==> config.mk <==
export PLATFORM = sky130hd
export DESIGN_NAME = hopscotch_hash_table
export DESIGN_NICKNAME = d
export VERILOG_FILES = /design/src/hht_pkg.sv /design/src/hht_ram.sv /design/src/hopscotch_hash_table.sv
export SDC_FILE = /design/constraint.sdc
export NUM_CORES = 2
export LEC_CHECK = 0
export ABC_AREA = 1
export BUFFER_PORTS_ARGS = -buffer_cell sky130_fd_sc_hd__buf_2
export CORE_MARGIN = 2
export CORE_UTILIZATION = 40
export CTS_CLUSTER_DIAMETER = 80
export CTS_CLUSTER_SIZE = 24
export DETAILED_ROUTE_END_ITERATION = 12
export PLACE_DENSITY = 0.62
export REMOVE_ABC_BUFFERS = 1
export SETUP_SLACK_MARGIN = 0.1
export SYNTH_ARGS = -nofsm -noshare
export SYNTH_HDL_FRONTEND = slang
export SYNTH_SLANG_ARGS = --single-unit
==> constraint.sdc <==
create_clock -name clk -period 6.1 [get_ports clk]
set_clock_uncertainty 0.05 [all_clocks]
set_input_delay 1.22 -clock clk [delete_from_list [all_inputs] [get_ports clk]]
set_output_delay 1.22 -clock clk [all_outputs]
set_load 0.02 [all_outputs]
==> src/hht_pkg.sv <==
// shared constants and codes of the hopscotch hash table
package hht_pkg;

  localparam int TABLE_SLOTS  = 64;
  localparam int NEIGHBORHOOD = 4;

  localparam int IDX_W   = $clog2(TABLE_SLOTS);
  localparam int K_W     = $clog2(NEIGHBORHOOD + 1);
  localparam int KEY_W   = 31;
  localparam int CMD_W   = 2;
  localparam int STAT_W  = 3;
  localparam int LOC_W   = 6;
  localparam int COUNT_W = 7;

  localparam logic [COUNT_W-1:0] COUNT_MAX = '1;

  localparam logic [CMD_W-1:0] CMD_INSERT = 2'd0;
  localparam logic [CMD_W-1:0] CMD_LOOKUP = 2'd1;
  localparam logic [CMD_W-1:0] CMD_CLEAR  = 2'd2;

  localparam logic [STAT_W-1:0] ST_INSERTED = 3'd0;
  localparam logic [STAT_W-1:0] ST_FOUND    = 3'd1;
  localparam logic [STAT_W-1:0] ST_MISSING  = 3'd2;
  localparam logic [STAT_W-1:0] ST_FULL     = 3'd3;
  localparam logic [STAT_W-1:0] ST_EMPTY    = 3'd4;

endpackage

==> src/hht_ram.sv <==
// generic single-port-write, single-port-read ram with registered read
module hht_ram #(
  parameter int WIDTH = 8,
  parameter int DEPTH = 16
) (
  input  logic                     clk,
  input  logic                     wr_en,
  input  logic [$clog2(DEPTH)-1:0] wr_addr,
  input  logic [WIDTH-1:0]         wr_data,
  input  logic                     rd_en,
  input  logic [$clog2(DEPTH)-1:0] rd_addr,
  output logic [WIDTH-1:0]         rd_data
);

  logic [WIDTH-1:0] mem [DEPTH];

  always_ff @(posedge clk) begin
    if (wr_en) begin
      mem[wr_addr] <= wr_data;
    end
    if (rd_en) begin
      rd_data <= mem[rd_addr];
    end
  end

endmodule

==> src/hopscotch_hash_table.sv <==
// top level of the hopscotch hash table: sequencer, valid bits and key ram
//
//   channel  signals                      payload
//   in       in_valid / in_stall          command, key
//   out      out_valid / out_stall        status, location
//
// one request at a time; lookup reads and then compares each neighborhood slot in turn (S_LOOK_RD, S_LOOK_CMP)
// insert probes slot by slot for a free one, checks it (S_CHECK) and moves entries into the hole (S_SCAN, S_MOVE)
// clear, unused commands and lookups of an empty table go straight to the result; the key ram read port sets the pace
// reset empties the table at once through the valid flops, no clearing pass
// a stalled result holds the sequencer in its last step until it is taken
module hopscotch_hash_table (
  input  logic                        clk,
  input  logic                        rst,
  input  logic                        in_valid,
  output logic                        in_stall,
  input  logic [hht_pkg::CMD_W-1:0]   command,
  input  logic [hht_pkg::KEY_W-1:0]   key,
  output logic                        out_valid,
  input  logic                        out_stall,
  output logic [hht_pkg::STAT_W-1:0]  status,
  output logic [hht_pkg::LOC_W-1:0]   location
);

  localparam logic [2:0] S_IDLE     = 3'd0;
  localparam logic [2:0] S_PROBE    = 3'd1;
  localparam logic [2:0] S_CHECK    = 3'd2;
  localparam logic [2:0] S_SCAN     = 3'd3;
  localparam logic [2:0] S_MOVE     = 3'd4;
  localparam logic [2:0] S_LOOK_RD  = 3'd5;
  localparam logic [2:0] S_LOOK_CMP = 3'd6;
  localparam logic [2:0] S_DONE     = 3'd7;

  logic [2:0]                     state;
  logic [hht_pkg::KEY_W-1:0]      key_r;
  logic [hht_pkg::IDX_W-1:0]      home;
  logic [hht_pkg::IDX_W-1:0]      cur;
  logic [hht_pkg::IDX_W-1:0]      cnt;
  logic [hht_pkg::K_W-1:0]        k;
  logic [hht_pkg::TABLE_SLOTS-1:0] slot_valid;
  logic [hht_pkg::COUNT_W-1:0]    entry_count;
  logic [hht_pkg::STAT_W-1:0]     res_status;
  logic [hht_pkg::IDX_W-1:0]      res_slot;

  logic                           ram_we;
  logic                           ram_re;
  logic [hht_pkg::IDX_W-1:0]      ram_raddr;
  logic [hht_pkg::KEY_W-1:0]      ram_wdata;
  logic [hht_pkg::KEY_W-1:0]      rd_data;

  logic [hht_pkg::IDX_W-1:0]      scan_j;
  logic [hht_pkg::IDX_W-1:0]      home_dist;
  logic [hht_pkg::IDX_W-1:0]      cand_dist;
  logic                           home_near;
  logic                           cand_fits;
  logic                           out_free;

  assign in_stall  = (state != S_IDLE);
  assign out_free  = !out_valid || !out_stall;
  assign scan_j    = cur - hht_pkg::IDX_W'(k);
  assign home_dist = cur - home;
  assign cand_dist = cur - rd_data[hht_pkg::IDX_W-1:0];
  assign home_near = 32'(home_dist) < 32'(hht_pkg::NEIGHBORHOOD);
  assign cand_fits = 32'(cand_dist) < 32'(hht_pkg::NEIGHBORHOOD);

  always_comb begin
    ram_we    = 1'b0;
    ram_wdata = key_r;
    ram_re    = 1'b0;
    ram_raddr = cur;
    case (state)
      S_CHECK: begin
        ram_we = home_near;
      end
      S_SCAN: begin
        ram_re    = 1'b1;
        ram_raddr = scan_j;
      end
      S_MOVE: begin
        ram_we    = cand_fits;
        ram_wdata = rd_data;
      end
      S_LOOK_RD: begin
        ram_re = 1'b1;
      end
      default: begin
        ram_we = 1'b0;
      end
    endcase
  end

  hht_ram #(
    .WIDTH (hht_pkg::KEY_W),
    .DEPTH (hht_pkg::TABLE_SLOTS)
  ) u_key_ram (
    .clk     (clk),
    .wr_en   (ram_we),
    .wr_addr (cur),
    .wr_data (ram_wdata),
    .rd_en   (ram_re),
    .rd_addr (ram_raddr),
    .rd_data (rd_data)
  );

  always_ff @(posedge clk) begin
    if (rst) begin
      state       <= S_IDLE;
      slot_valid  <= '0;
      entry_count <= '0;
      out_valid   <= 1'b0;
    end else begin
      if (state == S_DONE && out_free) begin
        out_valid <= 1'b1;
      end else if (out_valid && !out_stall) begin
        out_valid <= 1'b0;
      end
      case (state)
        S_IDLE: begin
          if (in_valid) begin
            key_r    <= key;
            home     <= key[hht_pkg::IDX_W-1:0];
            cur      <= key[hht_pkg::IDX_W-1:0];
            cnt      <= '0;
            k        <= '0;
            res_slot <= '0;
            case (command)
              hht_pkg::CMD_INSERT: begin
                state <= S_PROBE;
              end
              hht_pkg::CMD_LOOKUP: begin
                if (entry_count == '0) begin
                  res_status <= hht_pkg::ST_EMPTY;
                  state      <= S_DONE;
                end else begin
                  state <= S_LOOK_RD;
                end
              end
              hht_pkg::CMD_CLEAR: begin
                slot_valid  <= '0;
                entry_count <= '0;
                res_status  <= hht_pkg::ST_EMPTY;
                state       <= S_DONE;
              end
              default: begin
                res_status <= hht_pkg::ST_MISSING;
                state      <= S_DONE;
              end
            endcase
          end
        end
        S_PROBE: begin
          if (!slot_valid[cur]) begin
            state <= S_CHECK;
          end else if (cnt == hht_pkg::IDX_W'(hht_pkg::TABLE_SLOTS - 1)) begin
            res_status <= hht_pkg::ST_FULL;
            state      <= S_DONE;
          end else begin
            cur <= cur + hht_pkg::IDX_W'(1);
            cnt <= cnt + hht_pkg::IDX_W'(1);
          end
        end
        S_CHECK: begin
          if (home_near) begin
            slot_valid[cur] <= 1'b1;
            if (entry_count != hht_pkg::COUNT_MAX) begin
              entry_count <= entry_count + hht_pkg::COUNT_W'(1);
            end
            res_status <= hht_pkg::ST_INSERTED;
            res_slot   <= cur;
            state      <= S_DONE;
          end else begin
            k     <= hht_pkg::K_W'(hht_pkg::NEIGHBORHOOD - 1);
            state <= S_SCAN;
          end
        end
        S_SCAN: begin
          if (k == '0) begin
            res_status <= hht_pkg::ST_FULL;
            state      <= S_DONE;
          end else if (slot_valid[scan_j]) begin
            state <= S_MOVE;
          end else begin
            k <= k - hht_pkg::K_W'(1);
          end
        end
        S_MOVE: begin
          if (cand_fits) begin
            slot_valid <= (slot_valid | (hht_pkg::TABLE_SLOTS'(1) << cur)) &
                          ~(hht_pkg::TABLE_SLOTS'(1) << scan_j);
            cur        <= scan_j;
            state      <= S_CHECK;
          end else begin
            k     <= k - hht_pkg::K_W'(1);
            state <= S_SCAN;
          end
        end
        S_LOOK_RD: begin
          state <= S_LOOK_CMP;
        end
        S_LOOK_CMP: begin
          if (slot_valid[cur] && rd_data == key_r) begin
            res_status <= hht_pkg::ST_FOUND;
            res_slot   <= cur;
            state      <= S_DONE;
          end else if (k == hht_pkg::K_W'(hht_pkg::NEIGHBORHOOD - 1)) begin
            res_status <= hht_pkg::ST_MISSING;
            state      <= S_DONE;
          end else begin
            k     <= k + hht_pkg::K_W'(1);
            cur   <= cur + hht_pkg::IDX_W'(1);
            state <= S_LOOK_RD;
          end
        end
        S_DONE: begin
          if (out_free) begin
            state <= S_IDLE;
          end
        end
        default: begin
          state <= S_IDLE;
        end
      endcase
    end
  end

  always_ff @(posedge clk) begin
    if (state == S_DONE && out_free) begin
      status   <= res_status;
      location <= hht_pkg::LOC_W'(res_slot);
    end
  end

`ifndef SYNTHESIS
  a_count_matches_valid: assert property (@(posedge clk) disable iff (rst)
    32'(entry_count) == $countones(slot_valid))
    else $error("entry count differs from number of occupied slots");

  a_clear_empties: assert property (@(posedge clk) disable iff (rst)
    (state == S_IDLE && in_valid && command == hht_pkg::CMD_CLEAR) |=> slot_valid == '0)
    else $error("clear left occupied slots");

  a_check_slot_empty: assert property (@(posedge clk) disable iff (rst)
    state == S_CHECK |-> !slot_valid[cur])
    else $error("hole slot is occupied");

  a_move_source_valid: assert property (@(posedge clk) disable iff (rst)
    state == S_MOVE |-> slot_valid[scan_j] && $past(state) == S_SCAN)
    else $error("displacement from an empty slot");
`endif

endmodule
==> metrics.txt <==
Warnings, synthesis 0; Worst path most repeated cell nand3_1; status finished with violations; dpl hpwl 161400 um; Setup WS post-layout 0.7853 ns; Final Critical Period 5.315 ns; crit share post-route 87.13%; max capacitance violation total 1; DR pass1 iterations 8; most frequent cells in the layout edfxtp_1, nand2_1, o211ai_1; Pleak 32.76 nW; # DRC 0; EDFF count, synth 2079; largest net degree at the start of global routing ~180; slew margin rel. -9.218%; Die Wd a little under 500 um; port bufs 47; final net count 7644; Design Area, Final approximately 99000 sq um; via count 62497; worst-path fanout max 54; overall global routing resource usage between 20% and 30%; Area growth syn-to-layout 8.580%; Seq cells post-synth 2154; Startpoint Class register; final WL 287000 um; CP endpoint kind register; Post-synth ARST share 0%; Filler Cells Inserted roughly 21000; CP Data Required Time ~6.6 ns; CTS tree yes; GRT overflow 0; critical path arrival 5.83 ns; post-synthesis cell area 91460 sq um; RSZ-0062 raised after global routing no; Buf/Inv on CP 6; Post-Syn Area per Cell 11.79 sq um; hold slack approximately 0.37 ns; Max clock buf depth 3; post-place setup slack ~0.93 ns; wire length per cell 26.93 um; # H-tree levels 3; via-per-instance ratio between 5 and 6; Primary FF master, synth edfxtp_1; vias in the first global route 58136; CP cell instances inv_2 > ha_1 > inv_1 > fa_1 > nor2_1 > nor2_4 > inv_2 > o21ai_4 > inv_8 > buf_4 > buf_4 > o211ai_1 > nand3_1 > nand3_1 > nand3_1 > nand2_1; final non-filler cell total 10657; violated checks max-capacitance violations, max-slew violations; CP top delay family buffers and inverters; CTS Buf Count 113; GP Congestion between 0.9 and 1; initial antenna violation count 14; layout cell share with drive strength beyond 1 7.820%; synth unique cells 41; CTS hold repair buffers 0; Reg clk slew, reported paths about 0.09 ns; clock latency on the worst-skew pair 0.82 ns; Routed Antenna Nets 0; max-slew violations 9; Hold Violations, Final 0; CTS resizes 0; Peak VDD IR 0.0006369 V; height of the die 482.2 um; FP Rows 175; Starting Density approximately two fifths; Setup violations, final 0; first-pass GRT wire length 414300 um; Die ar. 232500 sq um; fin util 43.70%; Hold WC Path Type register to register; slowest CP cell buf_4; CORE AREA 227300 sq um; clock sinks 2154; maximum clock frequency 0.1882 GHz; setup bufs post-CTS 0; placed inst area 95760 sq um; Seq/Total Area, Yosys ~70%; commonest non-fill, non-tap cell in the layout edfxtp_1; Worst-Margin Slew around 1.6 ns; Synth Instances 7755; clock root cell clkbuf_16; crit-path max cell delay 0.62 ns; 1st-iter DRT viols 9154; placed cells between 10000 and 15000; Crit Path Class register to register; # IOs 48; Cell Pwr Density 507.3 nW/um^2
## worst paths after layout
kind                               startpoint                    end  slack, ns  depth (start not counted)
worst max-delay path                   cur[0]  u_key_ram.rd_data[16]       0.79                         16
worst min-delay path            res_status[1]              status[1]       0.37                          0
worst max register to register         cur[0]  u_key_ram.rd_data[16]       0.79                         16
worst min register to register  res_status[1]              status[1]       0.37                          0
## layout make-up
class / count / area [sq um] / share of cell area (%)
repair buffers: 239 / 2077 / 2.091
inverters: 599 / 2276 / 2.292
well taps: 3009 / 3765 / 3.791
clock inverters: 57 / 640.6 / 0.6451
clock buffers: 123 / 2887 / 2.907
flip-flops and latches: 2154 / 63930 / 64.38
diodes: 1 / 2.502 / 0.002520
multi-input cells: 4475 / 23730 / 23.90
## power breakdown
| part | internal [mW] | switching (mW) | total [mW] |
|---|---|---|---|
| Combinational | 5.72 | 17.4 | 23.1 |
| Sequential | 18.1 | 0.477 | 18.6 |
| Clock | 3.70 | 4.94 | 8.64 |
| Total | 27.6 | 22.8 | 50.4 |
## Yosys cell counts, types with 2 or more instances
cell,instances,area [sq um]
or2_2,65,406.6
nand2_1,1001,3757
buf_4,10,75.07
nor2_1,876,3288
nand3b_1,3,22.52
nor2_4,2,22.52
nor2_2,3,18.77
inv_2,12,45.04
buf_6,8,90.09
o211ai_1,906,6802
edfxtp_1,2079,62430
o21ai_2,6,52.55
nor3_1,21,105.1
o21ai_0,446,2232
nand4_1,23,143.9
clkbuf_1,246,923.4
nand3_1,734,3674
dfxtp_1,75,1501
nor3b_1,3,22.52
o221ai_1,3,26.28
o21ai_1,109,545.5
fa_1,2,40.04
clkinv_1,4,15.01
buf_1,49,183.9
xnor2_1,29,254.0
nand2_2,4,25.02
buf_2,214,1071
inv_1,583,2188
xor2_1,13,113.9
a21oi_1,173,865.8
ha_1,23,287.8
a31oi_1,21,131.4
## flip-flops by register name, indices dropped and copies added, names as in the netlist
name and cells:
u_key_ram.mem 1984, location 6, entry_count 7, u_key_ram.rd_data 31, status 3, out_valid 1
key_r 31, res_status 3, cur 6, res_slot 6, slot_valid 64, state 3
cnt 6, k 3
## stage by stage
step | power (mW) | TNS [ns]
after global placement | 41.39 | 0
after global routing | 52.64 | 0
after detailed placement | 41.55 | 0
after floorplan | 32.70 | -703.87
after CTS | 50.01 | 0
final | 50.38 | 0
## kinds of logic (layout without fill, tap and decap cells)
family          count (synthesis)  after routing  synth area share, %
simple gates                 2740           2740                12.63
flops                        2154           2154                69.90
compound gates               1668           1668                11.69
buf+inv                      1126           1018                5.021
xor+xnor                       42             42               0.4022
fa+ha+maj                      25             25               0.3584
other cells                     0              1                    0
## routing by layer
layer / up-vias / GRT usage (%) / part of all wire, %
met5: - / 0 / 0.0077
met4: 4 / 8.134 / 3.5
met3: 469 / 4.760 / 11
met2: 3407 / 36.70 / 44
met1: 31049 / 34.78 / 41
li1: 27568 / - / -
(Power assumes the default switching activity.)
